`src/rtl/core/lzssd_pkg.sv`:
```
// Shared types and constants of the LZSS decompressor.
`default_nettype none
package lzssd_pkg;

  localparam int INDEX_BITS    = 13;
  localparam int LENGTH_BITS   = 4;
  localparam int BYTE_BITS     = 8;
  localparam int WIN_SIZE      = 1 << INDEX_BITS;
  localparam int BREAK_EVEN    = (1 + INDEX_BITS + LENGTH_BITS) / 9;
  localparam int MAX_COPY      = (1 << LENGTH_BITS) - 1 + BREAK_EVEN + 1;
  localparam int CNT_W         = $clog2(MAX_COPY + 1);
  localparam int FIELD_MAX     = (INDEX_BITS > BYTE_BITS) ? INDEX_BITS : BYTE_BITS;
  localparam int REM_W         = $clog2(FIELD_MAX + 1);
  localparam int BCNT_W        = $clog2(BYTE_BITS + 1);
  localparam int OQ_DEPTH      = 4;
  localparam int OQ_AW         = $clog2(OQ_DEPTH);
  localparam int OQ_CW         = $clog2(OQ_DEPTH + 1);

  typedef enum logic [1:0] {
    CMD_LIT,
    CMD_MATCH,
    CMD_END
  } cmd_kind_t;

  typedef struct packed {
    cmd_kind_t                kind;
    logic [BYTE_BITS-1:0]     lit;
    logic [INDEX_BITS-1:0]    pos;
    logic [LENGTH_BITS-1:0]   len;
  } cmd_t;

  typedef struct packed {
    logic [BYTE_BITS-1:0] data;
    logic                 byte_valid;
    logic                 last;
    logic                 stream_end;
  } out_t;

endpackage
`default_nettype wire

```
`src/rtl/core/lzssd_cmd_q.sv`:
```
// Two-entry command queue between parser and copy engine.
`default_nettype none
module lzssd_cmd_q (
  input  wire logic              clk,
  input  wire logic              rst_n,
  input  wire logic              push,
  input  wire lzssd_pkg::cmd_t   wdata,
  output logic                   full,
  output logic                   valid,
  output lzssd_pkg::cmd_t        rdata,
  input  wire logic              pop
);

  lzssd_pkg::cmd_t  mem_r [2];
  logic             wptr_r, wptr_nxt;
  logic             rptr_r, rptr_nxt;
  logic [1:0]       cnt_r, cnt_nxt;
  logic             do_push;
  logic             do_pop;

  assign full    = (cnt_r == 2'd2);
  assign valid   = (cnt_r != 2'd0);
  assign rdata   = mem_r[rptr_r];
  assign do_push = push && !full;
  assign do_pop  = pop && valid;

  always_comb begin
    wptr_nxt = wptr_r ^ do_push;
    rptr_nxt = rptr_r ^ do_pop;
    cnt_nxt  = cnt_r + {1'b0, do_push} - {1'b0, do_pop};
  end

  always_ff @(posedge clk) begin
    if (!rst_n) begin
      wptr_r <= 1'b0;
      rptr_r <= 1'b0;
      cnt_r  <= 2'd0;
    end else begin
      wptr_r <= wptr_nxt;
      rptr_r <= rptr_nxt;
      cnt_r  <= cnt_nxt;
    end
    if (do_push) begin
      mem_r[wptr_r] <= wdata;
    end
  end

endmodule
`default_nettype wire

```
`config.mk`:
```
export PLATFORM = sky130hd
export DESIGN_NAME = lzssd_cmd_q
export DESIGN_NICKNAME = d
export VERILOG_FILES = /design/src/rtl/core/lzssd_pkg.sv /design/src/rtl/core/lzssd_cmd_q.sv
export SDC_FILE = /design/constraint.sdc
export NUM_CORES = 1
export LEC_CHECK = 0
export ABC_CLOCK_PERIOD_IN_PS = 1600
export BUFFER_PORTS_ARGS = -buffer_cell sky130_fd_sc_hd__buf_4
export CAP_MARGIN = 20
export CORE_MARGIN = 4
export CORE_UTILIZATION = 47
export DETAILED_ROUTE_END_ITERATION = 10
export PLACE_DENSITY_LB_ADDON = 0.12
export SLEW_MARGIN = 20
export SYNTH_ARGS = -nofsm -noshare
export SYNTH_HDL_FRONTEND = slang
export SYNTH_SLANG_ARGS = --single-unit
```
`constraint.sdc`:
```
create_clock -name clk -period 1.6 [get_ports clk]
set_input_delay 0.32 -clock clk [delete_from_list [all_inputs] [get_ports clk]]
set_output_delay 0.32 -clock clk [all_outputs]
set_load 0.02 [all_outputs]
```
==> results.toml, run 1 <==
[clock_tree]
cts_hold_buf = 0
clkTransAtPathRegs_ns = 0.07
cts_setup_buffers = 0
cts.sinks = 59
htree_levels = 3
clockRootBuffer = "clkbuf_8"
clock_latency_ns = 0.32
cts_tree = "yes"
cts_buffers = 9
clockBufferDepth = 2

[layout]
fill_cells = 349
multi_input_area_sq_um = 553.0
seqCellArea_sq_um = 1727
drive_gt1_share_pct = 58.38
layout_commonest_cell = "edfxtp_1"
diodes = 0
layout_common_cells = "edfxtp_1, buf_4, buf_6, mux2_4, clkbuf_8"
syn2layout_area_growth_pct = 37.88
final_nets = 215

[timing]
hold_ws_ns = 0.1752
finalMaxSlewViolations = 0
layout_setup_ws_ns = -0.05336
relSlewSlack_pct = 88.72
fin_skew_ns = 0.006495
max_freq_mhz = 604.8
hold_violations = 0
rsz0062_at_grt = "yes"
tightest_slew_ns = 0.1645
period_needed_ns = 1.653
setup_viol = 25
setup_tns_ns = -0.9329
fin_crit_sh_pct = 103.3

[critical_path]
r2r_cells = 7
path_cells = "buf_12, mux2_4, buf_6"
crit_slowest_cell = "dfxtp_4"
cpPeakStageDelay_ns = 0.37
critPathTopFamily = "flip-flops"
cp_num_buf_inv = 2
start_kind = "flip-flop"
critical_path.max_fanout = 18
worst_setup_path_end_kind = "primary output"
ff2ff_setup_slack_ns = 0.09
path_class = "flip-flop to primary output"
critPathArrivalTime_ns = 1.33
r2r-end = "cnt_r[1]$_SDFF_PN0_"
required_ns = 1.28
r2r-start = "cnt_r[1]$_SDFF_PN0_"

[pwr]
combPwrFrac_pct = 33.5
p_sw_w = 0.001402
ir_drop_mv = 1.047
clkPwrFrac_pct = 27.0
p_leak_nw = 1.285
swShare_pct = 27.10
power.internal_w = 0.003771
seq_power_share_pct = 39.5
power_density_nw_per_um2 = 1618
power_w = 0.005173

[drt]
drtAntennaViolNets = 0
wl_per_cell_microns = 14.94
num_vias = 1168
drc = 0
routed_via_density = 4.635
routed-wl-met3_microns = 267
top_layer = "met4"
routed_wl_microns = 3764
met2_length_microns = 1964
firstDrtPassIters = 4
drt-met1-wl_microns = 1441
drt_iter0_drc = 38

[floorplanning]
fp.dieH_microns = 78.24
start_util_pct = 48.76
die-area_sq_um = 6121
core_region_area_sq_um = 4755
rows = 25
ioPinCount = 60
die_w_microns = 78.24

[synthesis]
syn_area_per_cell_sq_um = 21.27
syn_nets = 144
synth_cells = 109
yosys_warnings = 0
yosysSeqAreaShare_pct = 74.26
synth_cell_types = 18
synthesis.area_sq_um = 2318
synth.ff_latch_count = 59
synth_area_leaders = "edfxtp_1, mux2_4, dfxtp_1, mux2_2, ha_1"
netlist.area_leader.share_pct = 69.94
synth_top_cell_by_area = "edfxtp_1"

[global_route]
grt_pass1_vias = 1293
overflow = 0
antenna_found_initial = 0
grt_use_total_pct = 13.60
grt_first_pass_wirelength_microns = 6030
grt_max_degree = 28

[hold_path]
worstHoldStart = "wdata[4]"
min_path_cells = 1
hold_path_end = "mem_r[1][4]$_DFFE_PP_"
hold_path.class = "input port to flip-flop"

[placed_design]
dp_hpwl_microns = 2591
port_buffers = 59
place.gp.congestion = 0.6214

[run_status]
status = "complete, but fails checks"
violations = "setup timing"

[job]
maxCapViolations = 0
-- Yosys cell counts, drive strengths merged --
cell / instances
mux2: 27
inv: 3
nand2: 2
nand2b: 1
nor2b: 2
or2b: 1
o21a: 1
mux2i: 2
and2: 2
xnor3: 1
dfxtp: 5
ha: 4
buf: 3
edfxtp: 54
or2: 1
-- sequential cells by signal (all words and copies together) (netlist names), named ones only --
| register | count |
|---|---|
| wptr_r | 1 |
| cnt_r | 2 |
| mem_r | 54 |
| rptr_r | 1 |
-- worst max-delay path by stage --
stage | end | cells past startpoint
finish | rdata[13] | 3
global route | rdata[13] | 3
CTS | rdata[0] | 3
detailed placement | cnt_r[1]$_SDFF_PN0_ | 7
global placement | cnt_r[1]$_SDFF_PN0_ | 7
floorplan | mem_r[1][0]$_DFFE_PP_ | 3
-- metrics by stage --
step                      util [%]  instances  instance area [sq um]  worst slack, ns
after floorplan                  -        109                   2318          -0.1270
after global placement       60.21        236                   2863           0.1665
after detailed placement     60.21        236                   2863          0.05880
after CTS                    66.37        252                   3156         -0.08913
after global routing         67.24        252                   3197          -0.1128
final                        67.24        252                   3197         -0.05336
-- layout make-up --
type                       instances  area share (%)
multi-input combinational         44           17.30
tap                               67           2.622
clock inverter                     7           2.583
sequential                        59           54.01
clock buffer                       9           3.875
inverter                           3          0.3523
timing repair buffer              63           19.26
-- power by group through the flow --
stage	clock [W]	combinational, W	sequential, W
3_3_place_gp	0	0.00154	0.00205
5_1_grt	0.00151	0.00184	0.00207
4_1_cts	0.00143	0.00170	0.00204
2_1_floorplan	0	0.00105	0.00205
6_report	0.00140	0.00173	0.00204
3_5_place_dp	0	0.00157	0.00207
-- per-layer routing --
| layer | up-vias | track usage (%) |
|---|---|---|
| met2 | 41 | 23.72 |
| met5 | - | 0 |
| met4 | 0 | 8.916 |
| met1 | 561 | 13.54 |
| met3 | 9 | 4.931 |
| li1 | 557 | - |
-- kinds of logic after synthesis --
kind of cell,after synthesis,share of synthesized area (%)
buf+inv,6,2.698
xor+xnor,1,0.9713
flops,59,74.26
fa+ha+maj,4,2.159
compound gates,1,0.3239
mux,29,17.22
simple gates,9,2.375
-- what timing repair did --
action	CTS	global route
cloned	0	0
gates resized for setup	23	12
setup endpoints to repair	27	28
Power figures use the tool's default switching activity.
==> run 2, diff against run 1 <==
--- a/config.mk
+++ b/config.mk
@@ -5,6 +5,7 @@
 export SDC_FILE = /design/constraint.sdc
 export NUM_CORES = 1
 export LEC_CHECK = 0
+export ABC_AREA = 1
 export ABC_CLOCK_PERIOD_IN_PS = 1600
 export BUFFER_PORTS_ARGS = -buffer_cell sky130_fd_sc_hd__buf_4
 export CAP_MARGIN = 20
==> run 2 against run 1 <==
The flow still finishes with violations (setup timing). Sequential power increased by 4%. Clock-buffer cell count increased by 1. Design area decreased by 0.74%. Clock power decreased by 25%. Synthesized area decreased by 0.27%. Hold slack improved by 0.0062 ns. First-iteration DRC count increased by 150%. Die area decreased by 0.24%. Fmax decreased by 1.1%. Flip-flop and latch count unchanged. Clock skew decreased by 0.0027 ns.
==> results.toml, run 2 <==
[synthesis]
yosys_warnings = 0
synthAdderAreaFrac_pct = 2.165
synth-xor-area-share_pct = 0
synth_cells = 121
yosys-top-cells-count = "edfxtp_1, mux2_4, inv_1, nor2_1, mux2_2"
synth-compound-area-share_pct = 0.4329
async_flop_share_pct = 0
yosysSeqAreaShare_pct = 74.46
synth_area_leaders = "edfxtp_1, mux2_4, dfxtp_1, mux2_2, ha_1"
synth_top_family_by_area = "multiplexers"
synth_top_cell_by_area = "edfxtp_1"
synth.ff_latch_count = 59
syn_nets = 156
netlist.area_leader.share_pct = 70.13
synth.area.mux_share_pct = 16.40
synth_edf_count = 54
yosys.area_share.simple_pct = 2.706
synthesis.area_sq_um = 2312
synth_cell_types = 13
synth_most_common_cell = "edfxtp_1"
ys.flop_type = "edfxtp_1"
syn_area_per_cell_sq_um = 19.11

[placed_design]
place.gp.congestion = 0.5932
pre_cts_slack_ns = -0.01221
port_buffers = 59
dp_hpwl_microns = 2657

[global_route]
grt_max_degree = 19
overflow = 0
grt_first_pass_wirelength_microns = 6092
grt_use_total_pct = 13.69
antenna_found_initial = 0
grt_pass1_vias = 1338

[drt]
wl_per_cell_microns = 14.89
firstDrtPassIters = 4
drt_iter0_drc = 94
num_vias = 1253
routed_wl_microns = 3961
drc = 0
drtAntennaViolNets = 0
routed_via_density = 4.711

[critical_path]
critical_path.max_fanout = 14
r2r_cells = 10
crit_slowest_cell = "dfxtp_4"
ff2ff_setup_slack_ns = 0.08
required_ns = 1.28
path_class = "flip-flop to primary output"
r2r-end = "cnt_r[1]$_SDFF_PN0_"
critPathArrivalTime_ns = 1.35
start_kind = "flip-flop"
cpPeakStageDelay_ns = 0.40
path_cells = "buf_12, mux2_4, buf_6"
worst_setup_path_end_kind = "primary output"
r2r-start = "cnt_r[1]$_SDFF_PN0_"

[layout]
final_nets = 230
seqCellArea_sq_um = 1729
layout_common_cells = "edfxtp_1, buf_4, mux2_4, buf_6, inv_1"
fill_cells = 344
syn2layout_area_growth_pct = 37.23
drive_gt1_share_pct = 54.27
reg_top3 = "mem_r x54, cnt_r x2"
top_register = "mem_r"
multi_input_area_sq_um = 534.3
layout_commonest_cell = "edfxtp_1"
diodes = 0
largest_reg_flops = 54

[hold_path]
min_path_cells = 1
hold_path.class = "input port to flip-flop"
hold_path_end = "mem_r[0][13]$_DFFE_PP_"
worstHoldStart = "wdata[13]"

[clock_tree]
cts_tree = "yes"
cts_setup_buffers = 0
clock_latency_ns = 0.32
clockBufferDepth = 2
clkTransAtPathRegs_ns = 0.06
clockRootBuffer = "clkbuf_8"
cts_buffers = 9
htree_levels = 3
cts.sinks = 59

[timing]
layout_setup_ws_ns = -0.07249
relSlewSlack_pct = 82.96
fin_skew_ns = 0.003815
hold_violations = 0
finalMaxSlewViolations = 0
max_freq_mhz = 597.9
rsz0062_at_grt = "yes"
setup_viol = 27
fin_crit_sh_pct = 104.5
tightest_slew_ns = 0.2556
hold_ws_ns = 0.1813
period_needed_ns = 1.672

[pwr]
power.internal_w = 0.003587
power_density_nw_per_um2 = 1619
p_leak_nw = 1.299
seq_power_share_pct = 41.4
p_sw_w = 0.001550
combPwrFrac_pct = 38.1
ir_drop_mv = 0.8937
swShare_pct = 30.17
clkPwrFrac_pct = 20.4
power_w = 0.005137

[floorplanning]
core_region_area_sq_um = 4755
die_w_microns = 78.14
fp.dieH_microns = 78.14
start_util_pct = 48.63
ioPinCount = 60
rows = 25
die-area_sq_um = 6106

[job]
maxCapViolations = 0

[run_status]
status = "complete, but fails checks"
violations = "setup timing"
-- run 2: changes by cell type after synthesis, moves of 2 or more --
cell	previous run	this run
and2_1	2	0
mux2i_1	2	0
nand2_1	2	6
nand3_1	0	2
nor2_1	0	8
inv_1	3	10
-- run 2: stage by stage --
step	std cells	cell area, sq um	util [%]	setup TNS, ns
floorplan	121	2312	-	-4.587
global placement	250	2859	60.13	0
detailed placement	250	2859	60.13	-0.01221
CTS	265	3097	65.13	-1.541
global route	266	3173	66.74	-2.905
finish	266	3173	66.74	-1.363
-- run 2: cell type report --
type                            instances  share of cell area, %
Clock buffer                           10                  4.022
Clock inverter                          5                 0.6703
Inverter                               10                  1.183
Multi-Input combinational cell         49                  16.84
Sequential cell                        59                  54.50
Tap cell                               67                  2.642
Timing Repair Buffer                   66                  20.15
-- run 2: worst max path at each step --
stage,from,to,cells past startpoint
floorplan,cnt_r[1]$_SDFF_PN0_,mem_r[1][0]$_DFFE_PP_,4
global placement,cnt_r[1]$_SDFF_PN0_,cnt_r[1]$_SDFF_PN0_,10
detailed placement,cnt_r[1]$_SDFF_PN0_,cnt_r[1]$_SDFF_PN0_,10
CTS,flip-flop,rdata[26],3
global route,flip-flop,rdata[12],3
finish,flip-flop,rdata[19],3
-- run 2: kinds of logic (layout without fill, tap and decap cells) --
logic type	after synthesis	in the layout
AOI/OAI and AO/OA	2	2
adders and majority gates	4	4
buffers and inverters	13	91
DFF	59	59
muxes	27	27
and+or+nand+nor	16	16
-- run 2: critical path: cells and delay by family, from the launching register on --
| family | cells | cell delay, ns |
|---|---|---|
| mux | 1 | 0.31 |
| buf+inv | 2 | 0.30 |
| flops | 1 | 0.40 |
-- run 2: repair_timing --
| item | in CTS | in global routing |
|---|---|---|
| pin swaps | 0 | 1 |
| endpoints found under the setup margin | 28 | 28 |
| gates resized for setup | 25 | 15 |
| hold buffers | 0 | 0 |
| gates cloned | 0 | 1 |
-- run 2: power groups by stage --
stage               clock [W]  combinational, W  sequential, W
finish                0.00105           0.00196        0.00213
CTS                   0.00108           0.00187        0.00211
global placement            0           0.00167        0.00211
detailed placement          0           0.00171        0.00214
global route          0.00116           0.00208        0.00216
floorplan                   0           0.00114        0.00210
-- run 2: per-layer routing --
layer | global-route usage (%) | vias up | routed length [microns]
li1 | - | 594 | -
met1 | 13.65 | 608 | 1469
met2 | 23.80 | 46 | 2162
met3 | 5.046 | 5 | 268
met4 | 8.916 | 0 | 61
met5 | 0 | - | 0
