==> config.mk <==
export PLATFORM = sky130hd
export DESIGN_NAME = lzssd_front
export DESIGN_NICKNAME = d
export VERILOG_FILES = /design/src/rtl/core/lzssd_pkg.sv /design/src/rtl/core/lzssd_front.sv
export SDC_FILE = /design/constraint.sdc
export NUM_CORES = 1
export LEC_CHECK = 0
export CAP_MARGIN = 40
export CORE_AREA = 2 2 71 73
export DETAILED_ROUTE_END_ITERATION = 10
export DIE_AREA = 0 0 73 75
export DONT_BUFFER_PORTS = 1
export HOLD_SLACK_MARGIN = 0.15
export PLACE_DENSITY = 0.71
export SLEW_MARGIN = 20
export SYNTH_ARGS = -nofsm -noshare
export SYNTH_HDL_FRONTEND = slang
export SYNTH_SLANG_ARGS = --single-unit
==> constraint.sdc <==
create_clock -name clk -period 2.2 [get_ports clk]
set_input_delay 0.11 -clock clk [delete_from_list [all_inputs] [get_ports clk]]
set_output_delay 0.11 -clock clk [all_outputs]
set_load 0.02 [all_outputs]
==> src/rtl/core/lzssd_pkg.sv <==
// Shared types and constants of the LZSS decompressor.
`default_nettype none
package lzssd_pkg;

  localparam int INDEX_BITS    = 13;
  localparam int LENGTH_BITS   = 4;
  localparam int BYTE_BITS     = 8;
  localparam int WIN_SIZE      = 1 << INDEX_BITS;
  localparam int BREAK_EVEN    = (1 + INDEX_BITS + LENGTH_BITS) / 9;
  localparam int MAX_COPY      = (1 << LENGTH_BITS) - 1 + BREAK_EVEN + 1;
  localparam int CNT_W         = $clog2(MAX_COPY + 1);
  localparam int FIELD_MAX     = (INDEX_BITS > BYTE_BITS) ? INDEX_BITS : BYTE_BITS;
  localparam int REM_W         = $clog2(FIELD_MAX + 1);
  localparam int BCNT_W        = $clog2(BYTE_BITS + 1);
  localparam int OQ_DEPTH      = 4;
  localparam int OQ_AW         = $clog2(OQ_DEPTH);
  localparam int OQ_CW         = $clog2(OQ_DEPTH + 1);

  typedef enum logic [1:0] {
    CMD_LIT,
    CMD_MATCH,
    CMD_END
  } cmd_kind_t;

  typedef struct packed {
    cmd_kind_t                kind;
    logic [BYTE_BITS-1:0]     lit;
    logic [INDEX_BITS-1:0]    pos;
    logic [LENGTH_BITS-1:0]   len;
  } cmd_t;

  typedef struct packed {
    logic [BYTE_BITS-1:0] data;
    logic                 byte_valid;
    logic                 last;
    logic                 stream_end;
  } out_t;

endpackage
`default_nettype wire

==> src/rtl/core/lzssd_front.sv <==
// Bit parser: takes compressed bytes and turns completed tokens into commands.
`default_nettype none
module lzssd_front (
  input  wire logic                               clk,
  input  wire logic                               rst_n,
  input  wire logic                               in_push,
  input  wire logic [lzssd_pkg::BYTE_BITS-1:0]    in_byte,
  output logic                                    in_full,
  output logic                                    cmd_push,
  output lzssd_pkg::cmd_t                         cmd,
  input  wire logic                               cmd_full
);

  typedef enum logic [1:0] {
    PH_FLAG,
    PH_LIT,
    PH_IDX,
    PH_LEN
  } phase_t;

  phase_t                                 phase_r, phase_nxt;
  logic [lzssd_pkg::INDEX_BITS-1:0]       shift_r, shift_nxt;
  logic [lzssd_pkg::REM_W-1:0]            rem_r, rem_nxt;
  logic [lzssd_pkg::INDEX_BITS-1:0]       mpos_r, mpos_nxt;
  logic                                   fin_r, fin_nxt;
  logic [lzssd_pkg::BYTE_BITS-1:0]        byte_r, byte_nxt;
  logic [lzssd_pkg::BCNT_W-1:0]           bcnt_r, bcnt_nxt;

  logic                                   busy;
  logic                                   adv;
  logic                                   stop;
  logic                                   completes;
  logic                                   step_last;
  logic [lzssd_pkg::INDEX_BITS-1:0]       sh;
  logic [lzssd_pkg::REM_W-1:0]            rem_dec;

  assign busy    = (bcnt_r != '0);
  assign sh      = {shift_r[lzssd_pkg::INDEX_BITS-2:0], byte_r[lzssd_pkg::BYTE_BITS-1]};
  assign rem_dec = (rem_r != '0) ? rem_r - 1'b1 : '0;

  // a token closes on this bit and needs a command slot
  always_comb begin
    completes = 1'b0;
    if (busy && !fin_r && rem_dec == '0) begin
      unique case (phase_r)
        PH_LIT:  completes = 1'b1;
        PH_LEN:  completes = 1'b1;
        PH_IDX:  completes = (sh == '0);
        PH_FLAG: completes = 1'b0;
        default: completes = 1'b0;
      endcase
    end
  end

  always_comb begin
    phase_nxt = phase_r;
    shift_nxt = shift_r;
    rem_nxt   = rem_r;
    mpos_nxt  = mpos_r;
    fin_nxt   = fin_r;
    byte_nxt  = byte_r;
    bcnt_nxt  = bcnt_r;
    cmd_push  = 1'b0;
    cmd       = '0;
    adv       = 1'b0;
    stop      = 1'b0;

    if (busy) begin
      if (fin_r) begin
        stop = 1'b1;
      end else if (!completes || !cmd_full) begin
        adv = 1'b1;
        unique case (phase_r)
          PH_FLAG: begin
            shift_nxt = '0;
            if (byte_r[lzssd_pkg::BYTE_BITS-1]) begin
              rem_nxt   = lzssd_pkg::REM_W'(lzssd_pkg::BYTE_BITS);
              phase_nxt = PH_LIT;
            end else begin
              rem_nxt   = lzssd_pkg::REM_W'(lzssd_pkg::INDEX_BITS);
              phase_nxt = PH_IDX;
            end
          end
          PH_LIT, PH_IDX, PH_LEN: begin
            shift_nxt = sh;
            rem_nxt   = rem_dec;
            if (rem_dec == '0) begin
              if (phase_r == PH_LIT) begin
                cmd_push  = 1'b1;
                cmd.kind  = lzssd_pkg::CMD_LIT;
                cmd.lit   = sh[lzssd_pkg::BYTE_BITS-1:0];
                phase_nxt = PH_FLAG;
              end else if (phase_r == PH_IDX) begin
                if (sh == '0) begin
                  cmd_push  = 1'b1;
                  cmd.kind  = lzssd_pkg::CMD_END;
                  fin_nxt   = 1'b1;
                  stop      = 1'b1;
                  phase_nxt = PH_FLAG;
                end else begin
                  mpos_nxt  = sh;
                  shift_nxt = '0;
                  rem_nxt   = lzssd_pkg::REM_W'(lzssd_pkg::LENGTH_BITS);
                  phase_nxt = PH_LEN;
                end
              end else begin
                cmd_push  = 1'b1;
                cmd.kind  = lzssd_pkg::CMD_MATCH;
                cmd.pos   = mpos_r;
                cmd.len   = sh[lzssd_pkg::LENGTH_BITS-1:0];
                phase_nxt = PH_FLAG;
              end
            end
          end
          default: phase_nxt = PH_FLAG;
        endcase
      end
    end

    if (adv) begin
      byte_nxt = {byte_r[lzssd_pkg::BYTE_BITS-2:0], 1'b0};
      bcnt_nxt = bcnt_r - 1'b1;
    end
    // rest of the byte after end of stream is dropped
    if (stop) begin
      bcnt_nxt = '0;
    end

    step_last = busy && (stop || (adv && bcnt_r == lzssd_pkg::BCNT_W'(1)));
    in_full   = busy && !step_last;

    if (in_push && !in_full) begin
      byte_nxt = in_byte;
      bcnt_nxt = fin_nxt ? '0 : lzssd_pkg::BCNT_W'(lzssd_pkg::BYTE_BITS);
    end
  end

  always_ff @(posedge clk) begin
    if (!rst_n) begin
      phase_r <= PH_FLAG;
      shift_r <= '0;
      rem_r   <= '0;
      mpos_r  <= '0;
      fin_r   <= 1'b0;
      bcnt_r  <= '0;
    end else begin
      phase_r <= phase_nxt;
      shift_r <= shift_nxt;
      rem_r   <= rem_nxt;
      mpos_r  <= mpos_nxt;
      fin_r   <= fin_nxt;
      bcnt_r  <= bcnt_nxt;
    end
    byte_r <= byte_nxt;
  end

endmodule
`default_nettype wire

==> metrics.yaml, run 1 <==
ys_dominant_reg_cell: "dfxtp_1"
die_h_um: 75
clock_latency_ns: 0.31
syn2layout_area_growth_pct: 49.8
whs_path_depth: 4
irDropWorstVdd_mv: 1.22
cp_max_fo: 4
async_flop_share_pct: 0
clockBufferDepth: 2
synth-simple-area-share_pct: 32.3
skew_ns: 0.00657
cp_top_family: "simple AND/OR/NAND/NOR gates"
antenna_found_initial: 0
synth_mux_area_share_pct: 4.04
yosys.cell_count.top_type: "dfxtp_1"
cp.required_ns: 2.09
startpoint_type: "register"
wl_met2_um: 4390
fmax_mhz: 405
syn_area_mm2: 0.00248
syn-mean-instance-area_um2: 9.21
num-nets-final: 366
ys_seq_elements: 44
top_layer_used: "met4"
synth_area_leaders: "dfxtp_1, edfxtp_1, and2_1, ha_1, nand2_1"
wl_met3_um: 394
post-route-period-util_pct: 112
cp-end-kind: "output port"
grt_use_total_pct: 25.7
fin_total_pwr_uw: 5420
worst-path-buf-inv: 3
synth_xor_area_share_pct: 1.41
hold_path_class: "in -> reg"
fin_crit_ns: 2.47
drc: 0
layoutNonFillerInstCount: 400
arrival_ns: 2.36
tritoncts: "built"
ys_seq_area_share_pct: 38.8
setup_viol: 71
die_area_mm2: 0.00548
max_cap_viol_count: 0
grt-ovfl-total: 0
synth-warning-count: 0
synth_edf_count: 8
path_cells: "inv_4, ha_4, xnor2_4, a31oi_4, buf_4, nor2_4, nand4_1, buf_4, nor2_4, and2_4"
port_buffers: 0
htree_levels: 2
grt_pass1_vias: 2242
met1Wirelength_um: 2970
max_slew.worst_pin.slew_ns: 0.405
p_leak_uw: 0.00150
wirelength_um: 8090
synth_compound_area_share_pct: 14.7
r2r_cells: 9
synth_top_family_by_area: "simple AND/OR/NAND/NOR gates"
ys_top_cells_by_count: "dfxtp_1, nand2_1, and2_1"
fin_hold_ws_ns: 0.255
wl_per_cell_um: 20.2
dp_hpwl_um: 4170
synth_nets: 290
violations: "negative setup slack"
postRouteAntennaNets: 0
synthCells: 269
critical_path_class: "reg -> out"
path_depth: 10
grt_setup_unrepaired: "yes"
synthAdderAreaFrac_pct: 4.54
fin_util_pct: 79.7
drt-pass1-iter-count: 4
clk_pin_slew_ns: 0.09
die_w_um: 73
finalWeightedCongestion: 0.826
root_buffer: "clkbuf_8"
initial_utilization_pct: 53.2
place_ws_ns: -0.114
finalHoldViolations: 0
cts-buffers-inserted: 5
drive_above_1_share_pct: 46.5
cp_slowest_cell: "dfxtp_4"
diodes: 0
grt_pass1_wl_um: 10700
rows: 25
design.portCount: 41
dp.cells: 360
p_per_area_mw_per_mm2: 1460
synthDistinctLibCells: 56
synth_top_area_share_pct: 29.1
drt_iter0_markers: 134
setup_slack_ns: -0.267
grt_max_degree: 48
status: "finished, violations left"
finalMaxSlewViolations: 0
numClockSinks: 44
viasPerCell: 5.99
num_vias: 2394
synth_top_area_cell: "dfxtp_1"
maxSlewHeadroom_pct: 72.9
core-area_mm2: 0.00466
critPathMaxStageDelay_ns: 0.40
[layer usage]
metal	track usage (%)	up-vias
met3	4.55	25
met4	11.5	0
li1	-	1115
met5	0	-
met1	29.3	1158
met2	46.8	96
[through the flow]
step           instance area, µm²  setup TNS [ns]
5_1_grt                      3710          -15.51
4_1_cts                      3430           -4.79
3_3_place_gp                 2920          -0.382
6_report                     3710           -9.74
3_5_place_dp                 2920          -0.908
2_1_floorplan                2510          -0.380
[layout make-up]
class / instances / area (µm²)
well taps: 54 / 67.6
multi-input cells: 201 / 1730
clock buffers: 6 / 93.8
inverters: 8 / 35.0
flip-flops and latches: 44 / 971
fillers: 285 / 947
clock inverters: 2 / 16.3
repair buffers: 85 / 796
[worst reg2reg max path, delay by kind of cell (launching register included)]
| kind | cells | cell delay (ns) |
|---|---|---|
| buf+inv | 3 | 0.40 |
| compound gates | 3 | 0.69 |
| flops | 1 | 0.40 |
| mux | 1 | 0.29 |
| xor+xnor | 1 | 0.21 |
| fa+ha+maj | 1 | 0.18 |
[registers in the layout, summed over array words and instances (netlist names)]
signal,cells
mpos_r,13
shift_r,12
byte_r,8
rem_r,4
phase_r,2
bcnt_r,4
fin_r,1
[worst paths after layout]
path                          startpoint  slack (ns)                      to
setup / recovery   rem_r[0]$_SDFFE_PN0P_       -0.27                 cmd[23]
hold reg to reg   mpos_r[1]$_SDFFE_PN0P_        0.45  mpos_r[1]$_SDFFE_PN0P_
setup reg to reg   rem_r[0]$_SDFFE_PN0P_       -0.21     byte_r[3]$_DFFE_PP_
hold / removal                  cmd_full        0.26        fin_r$_SDFF_PN0_
[cells by family after synthesis]
family	count (synthesis)
buffers and inverters	24
AND/OR/NAND/NOR	133
multiplexers	9
adder cells (fa/ha/maj)	9
AO/OA/AOI/OAI	46
flip-flops	44
XOR/XNOR	4
[layout by cell type (no fill, tap or decap), types with 9 or more instances in the layout]
cell	n
dfxtp_1	32
nand2_1	26
a22oi_1	9
buf_4	58
nand3_1	16
and2_4	18
buf_6	12
dlygate4sd3_1	9
nor2b_1	11
o21ai_0	13
nor2_1	12
[timing repair]
action / CTS / global route
setup endpoints to repair: 46 / 76
hold buffers: 10 / 0
gates cloned: 1 / 3
pin swaps: 23 / 24
buffers inserted: 11 / 13
endpoints found under the hold margin: 44 / 0
gates resized for setup: 72 / 35
[where the power goes]
group          internal (µW)  switching [µW]
sequential              1050             141
clock                    297             308
combinational           1740            1880
total                   3090            2330
Note: power is estimated with default switching activity, not from simulation.
==> inputs of run 2 (changes only) <==
Settings changed: SKIP_LAST_GASP set to 1.
==> run 2 against run 1 <==
The flow still finishes with violations (negative setup slack); sequential power hardly changed; global-route usage hardly changed; setup slack worse by 0.016 ns; register-to-register slack hardly changed; sequential share of layout area is 0.053 points higher; via count is 0.58% higher; hold slack worse by 0.0035 ns; maximum frequency is 0.63% lower; clock power hardly changed; highest routed layer unchanged.
==> metrics.yaml, run 2 (synthesized netlist as in run 1, its figures left out) <==
rows: 25
fillCellCount: 293
die_h_um: 75
htree_levels: 2
irDropWorstVdd_mv: 1.22
arrival_ns: 2.37
largest_reg_flops: 13
path_cells: "inv_4, ha_4, xnor2_4, a31oi_4, buf_4, nor2_4, nand4_1, buf_6, nor3b_4, buf_4"
post-route-period-util_pct: 113
p_per_area_mw_per_mm2: 1460
port_buffers: 0
fin_hold_ws_ns: 0.252
root_buffer: "clkbuf_8"
tritoncts: "built"
finalMaxSlewViolations: 0
top_regs: "mpos_r (13), shift_r (12), byte_r (8)"
violations: "negative setup slack"
fin_total_pwr_uw: 5430
antenna_found_initial: 0
numClockSinks: 44
cts-buffers-inserted: 5
cp_max_fo: 4
cp.required_ns: 2.09
grt-ovfl-total: 0
fin_crit_ns: 2.48
grt_setup_unrepaired: "yes"
drive_above_1_share_pct: 46.5
finalHoldViolations: 0
r2r_cells: 11
core-area_mm2: 0.00466
worst-path-buf-inv: 4
clockBufferDepth: 2
grt_pass1_vias: 2239
wl_per_cell_um: 20.6
setup_slack_ns: -0.283
diodes: 0
die_w_um: 73
maxSlewHeadroom_pct: 73.2
drt-pass1-iter-count: 4
whs_path_depth: 4
path_depth: 10
place_ws_ns: -0.114
setup_viol: 78
postRouteAntennaNets: 0
final_common_cell: "buf_4"
cp-end-kind: "output port"
top_register: "mpos_r"
wirelength_um: 8240
clock_latency_ns: 0.31
finalWeightedCongestion: 0.826
critPathMaxStageDelay_ns: 0.39
hold_path_class: "in -> reg"
grt_max_degree: 48
dp_hpwl_um: 4170
startpoint_type: "register"
max_cap_viol_count: 0
num_vias: 2408
clk_pin_slew_ns: 0.09
fmax_mhz: 403
viasPerCell: 6.02
initial_utilization_pct: 53.2
num-nets-final: 366
grt_use_total_pct: 25.7
mostFrequentLayoutCells: "buf_4, dfxtp_1, nand2_1, and2_4, nand3_1"
max_slew.worst_pin.slew_ns: 0.400
cp_slowest_cell: "dfxtp_4"
drt_iter0_markers: 160
cpMostUsedCell: "buf_4"
grt_pass1_wl_um: 10700
syn2layout_area_growth_pct: 49.5
cp_top_family: "buffers and inverters"
critical_path_class: "reg -> out"
p_leak_uw: 0.00150
status: "finished, violations left"
design.portCount: 41
die_area_mm2: 0.00548
skew_ns: 0.00598
drc: 0
## run 2: changes by cell type in the layout (fill, tap and decap cells not counted)
cell / previous run / this run
buf_4: 58 / 60
buf_6: 12 / 10
## run 2: repair_timing
action                                 in CTS  in global routing
resized for setup                          68                 37
hold buffers                               10                  0
buffers inserted                           11                 13
setup endpoints to repair                  46                 76
pin swaps                                  23                 24
endpoints found under the hold margin      44                  0
cloned                                      1                  3
## run 2: cell type report
class / count / area (µm²) / area share [%]
clock buffer: 6 / 93.8 / 2.53
tap: 54 / 67.6 / 1.82
timing repair buffer: 85 / 788 / 21.3
sequential: 44 / 971 / 26.2
inverter: 8 / 35.0 / 0.945
multi-input combinational: 201 / 1730 / 46.8
clock inverter: 2 / 16.3 / 0.439
## run 2: worst reg2reg max path, delay by kind of cell, from the launching register on
kind            cells  cell delay (ns)
compound gates      3             0.69
buf+inv             5             0.65
flops               1             0.39
xor+xnor            1             0.21
fa+ha+maj           1             0.18
simple gates        1             0.05
## run 2: worst paths after layout
path / slack [ns] / to / from
worst max register to register: -0.21 / byte_r[4]$_DFFE_PP_ / rem_r[0]$_SDFFE_PN0P_
worst min register to register: 0.45 / mpos_r[1]$_SDFFE_PN0P_ / mpos_r[1]$_SDFFE_PN0P_
worst min-delay path: 0.25 / fin_r$_SDFF_PN0_ / cmd_full
worst max-delay path: -0.28 / cmd[20] / rem_r[0]$_SDFFE_PN0P_
## run 2: where the power goes
part	internal [µW]	total [µW]	switching (µW)
sequential	1050	1200	141
combinational	1730	3620	1890
clock	297	607	310
total	3080	5430	2340
## run 2: stage by stage
| stage | utilization (%) | area [µm²] | TNS [ns] | instances |
|---|---|---|---|---|
| after floorplan | - | 2510 | -0.380 | 269 |
| after global placement | 62.7 | 2920 | -0.382 | 360 |
| after detailed placement | 62.7 | 2920 | -0.908 | 360 |
| after CTS | 73.5 | 3420 | -4.84 | 389 |
| after global routing | 79.5 | 3710 | -15.81 | 400 |
| final | 79.5 | 3710 | -10.51 | 400 |
## run 2: metal layers
metal | vias up | part of all wire [%] | wire length, µm | GRT usage, %
met5 | - | 0 | 0 | 0
met4 | 0 | 4.0 | 330 | 11.5
met3 | 22 | 4.4 | 362 | 4.55
met2 | 85 | 54 | 4470 | 46.8
met1 | 1186 | 37 | 3080 | 29.2
li1 | 1115 | - | - | -
==> inputs of run 3 (changes only) <==
Settings changed: BUFFER_PORTS_ARGS set to -buffer_cell sky130_fd_sc_hd__buf_2, CORE_AREA 2 2 71 73 to 2 2 73 75, DIE_AREA 0 0 73 75 to 0 0 75 77, DONT_BUFFER_PORTS 1 to not set, PLACE_DENSITY 0.71 to 0.75.
==> run 3 against run 2 <==
The run still ends with negative setup slack left; maximum frequency rose by 0.79%; final cell count rose by 10%; power fell by 6.4%; register-to-register slack got worse by 0.02 ns; core utilization fell by 3.1 points; clock skew rose by 0.0045 ns; routed wire length fell by 7.1%; via count rose by 4.9%; critical path type unchanged; critical endpoint is now cmd[10]; largest cell class unchanged; largest power group unchanged.
==> metrics.yaml, run 3 (synthesized netlist as in run 1, its figures left out) <==
port_buffers: 40
max_slew.worst_pin.slew_ns: 0.468
multi_input_area_mm2: 0.00169
cp_top_family: "simple AND/OR/NAND/NOR gates"
fin_setup_tns_ns: -7.94
root_buffer: "clkbuf_8"
grt_max_degree: 28
fmax_mhz: 406
numClockSinks: 44
top_register: "mpos_r"
p_per_area_mw_per_mm2: 1340
mostFrequentLayoutCells: "buf_4, dfxtp_1, nand2_1, buf_6, nand3_1"
tritoncts: "built"
grt_use_total_pct: 28.0
clk_pin_slew_ns: 0.09
finalHoldViolations: 0
post-route-period-util_pct: 112
p_leak_uw: 0.00158
grt_setup_unrepaired: "yes"
final_common_cell: "buf_4"
finalWeightedCongestion: 0.820
top_regs: "mpos_r (13), shift_r (12), byte_r (8)"
grt_pass1_wl_um: 12200
max_cap_viol_count: 0
setup_viol: 55
regArea_um2: 971
fin_util_pct: 76.4
antenna_found_initial: 0
syn2layout_area_growth_pct: 53.4
grt-ovfl-total: 0
design.portCount: 41
cp.required_ns: 2.09
cp-end-kind: "output port"
cpMostUsedCell: "buf_6"
dp_hpwl_um: 4530
postRouteAntennaNets: 0
die_w_um: 75
drt-pass1-iter-count: 4
drt_iter0_markers: 184
maxSlewHeadroom_pct: 68.7
critical_path_class: "reg -> out"
wirelength_um: 7660
grt_pass1_vias: 2536
initial_utilization_pct: 49.8
num-nets-final: 390
cp_max_fo: 6
critPathMaxStageDelay_ns: 0.38
status: "finished, violations left"
path_cells: "nor3_4, mux2_4, buf_6, nor2_4, nand3_4, nor4_4, buf_4, and2_4, buf_6"
rows: 26
clockBufferDepth: 2
fin_total_pwr_uw: 5080
diodes: 0
die_h_um: 77
core-area_mm2: 0.00498
finalMaxSlewViolations: 0
setup_slack_ns: -0.263
place_ws_ns: -0.132
violations: "negative setup slack"
arrival_ns: 2.35
drive_above_1_share_pct: 47.6
cts-buffers-inserted: 5
worst-path-buf-inv: 3
die_area_mm2: 0.00578
hold_path_class: "in -> reg"
viasPerCell: 5.74
skew_ns: 0.0105
startpoint_type: "register"
cp_slowest_cell: "dfxtp_4"
wl_per_cell_um: 17.4
irDropWorstVdd_mv: 0.854
fillCellCount: 313
htree_levels: 2
fin_hold_ws_ns: 0.258
fin_crit_ns: 2.46
rrSetupSlack_ns: -0.23
largest_reg_flops: 13
clock_latency_ns: 0.31
drc: 0
num_vias: 2525
## run 3: cell types whose count changed in the layout (fill, tap and decap cells not counted), moves of 2 or more
| cell | before | now |
|---|---|---|
| and3b_2 | 4 | 0 |
| buf_12 | 3 | 1 |
| buf_6 | 10 | 23 |
| and2_1 | 1 | 4 |
| buf_4 | 60 | 64 |
| mux2_2 | 0 | 4 |
| buf_2 | 0 | 12 |
| and3b_1 | 0 | 4 |
| mux2_4 | 8 | 4 |
| and2_4 | 18 | 16 |
| clkbuf_16 | 4 | 1 |
## run 3: final cells by class
type,count,share of cell area (%)
multi-input combinational,201,44.3
sequential,44,25.5
timing repair buffer,109,24.1
clock buffer,6,2.47
tap,70,2.30
inverter,8,0.921
clock inverter,2,0.395
## run 3: worst paths after layout
kind / start / end / cells after the start
hold reg to reg: mpos_r[8]$_SDFFE_PN0P_ / mpos_r[8]$_SDFFE_PN0P_ / 2
setup reg to reg: rem_r[0]$_SDFFE_PN0P_ / byte_r[5]$_DFFE_PP_ / 7
setup / recovery: rem_r[0]$_SDFFE_PN0P_ / cmd[10] / 9
hold / removal: rst_n / rem_r[0]$_SDFFE_PN0P_ / 2
## run 3: repair_timing
item	CTS	global route
gates resized for setup	88	27
gates cloned	1	0
hold buffers	8	0
hold endpoints to repair	8	0
endpoints found under the setup margin	54	76
setup buffers	13	2
pin swaps	22	3
## run 3: power by group
group / internal [µW] / switching [µW]
Combinational: 1530 / 1760
Sequential: 1050 / 118
Clock: 298 / 315
Total: 2880 / 2190
## run 3: metal layers
metal	global-route usage (%)	wire [µm]	vias to the layer above
met4	14.1	359	0
met2	46.9	3890	119
li1	-	-	1170
met3	6.18	450	38
met5	0	0	-
met1	32.5	2950	1198
## run 3: metrics by stage
step / std cells / area (µm²)
after floorplan: 269 / 2510
after global placement: 409 / 3090
after detailed placement: 409 / 3090
after CTS: 438 / 3680
after global routing: 440 / 3800
final: 440 / 3800
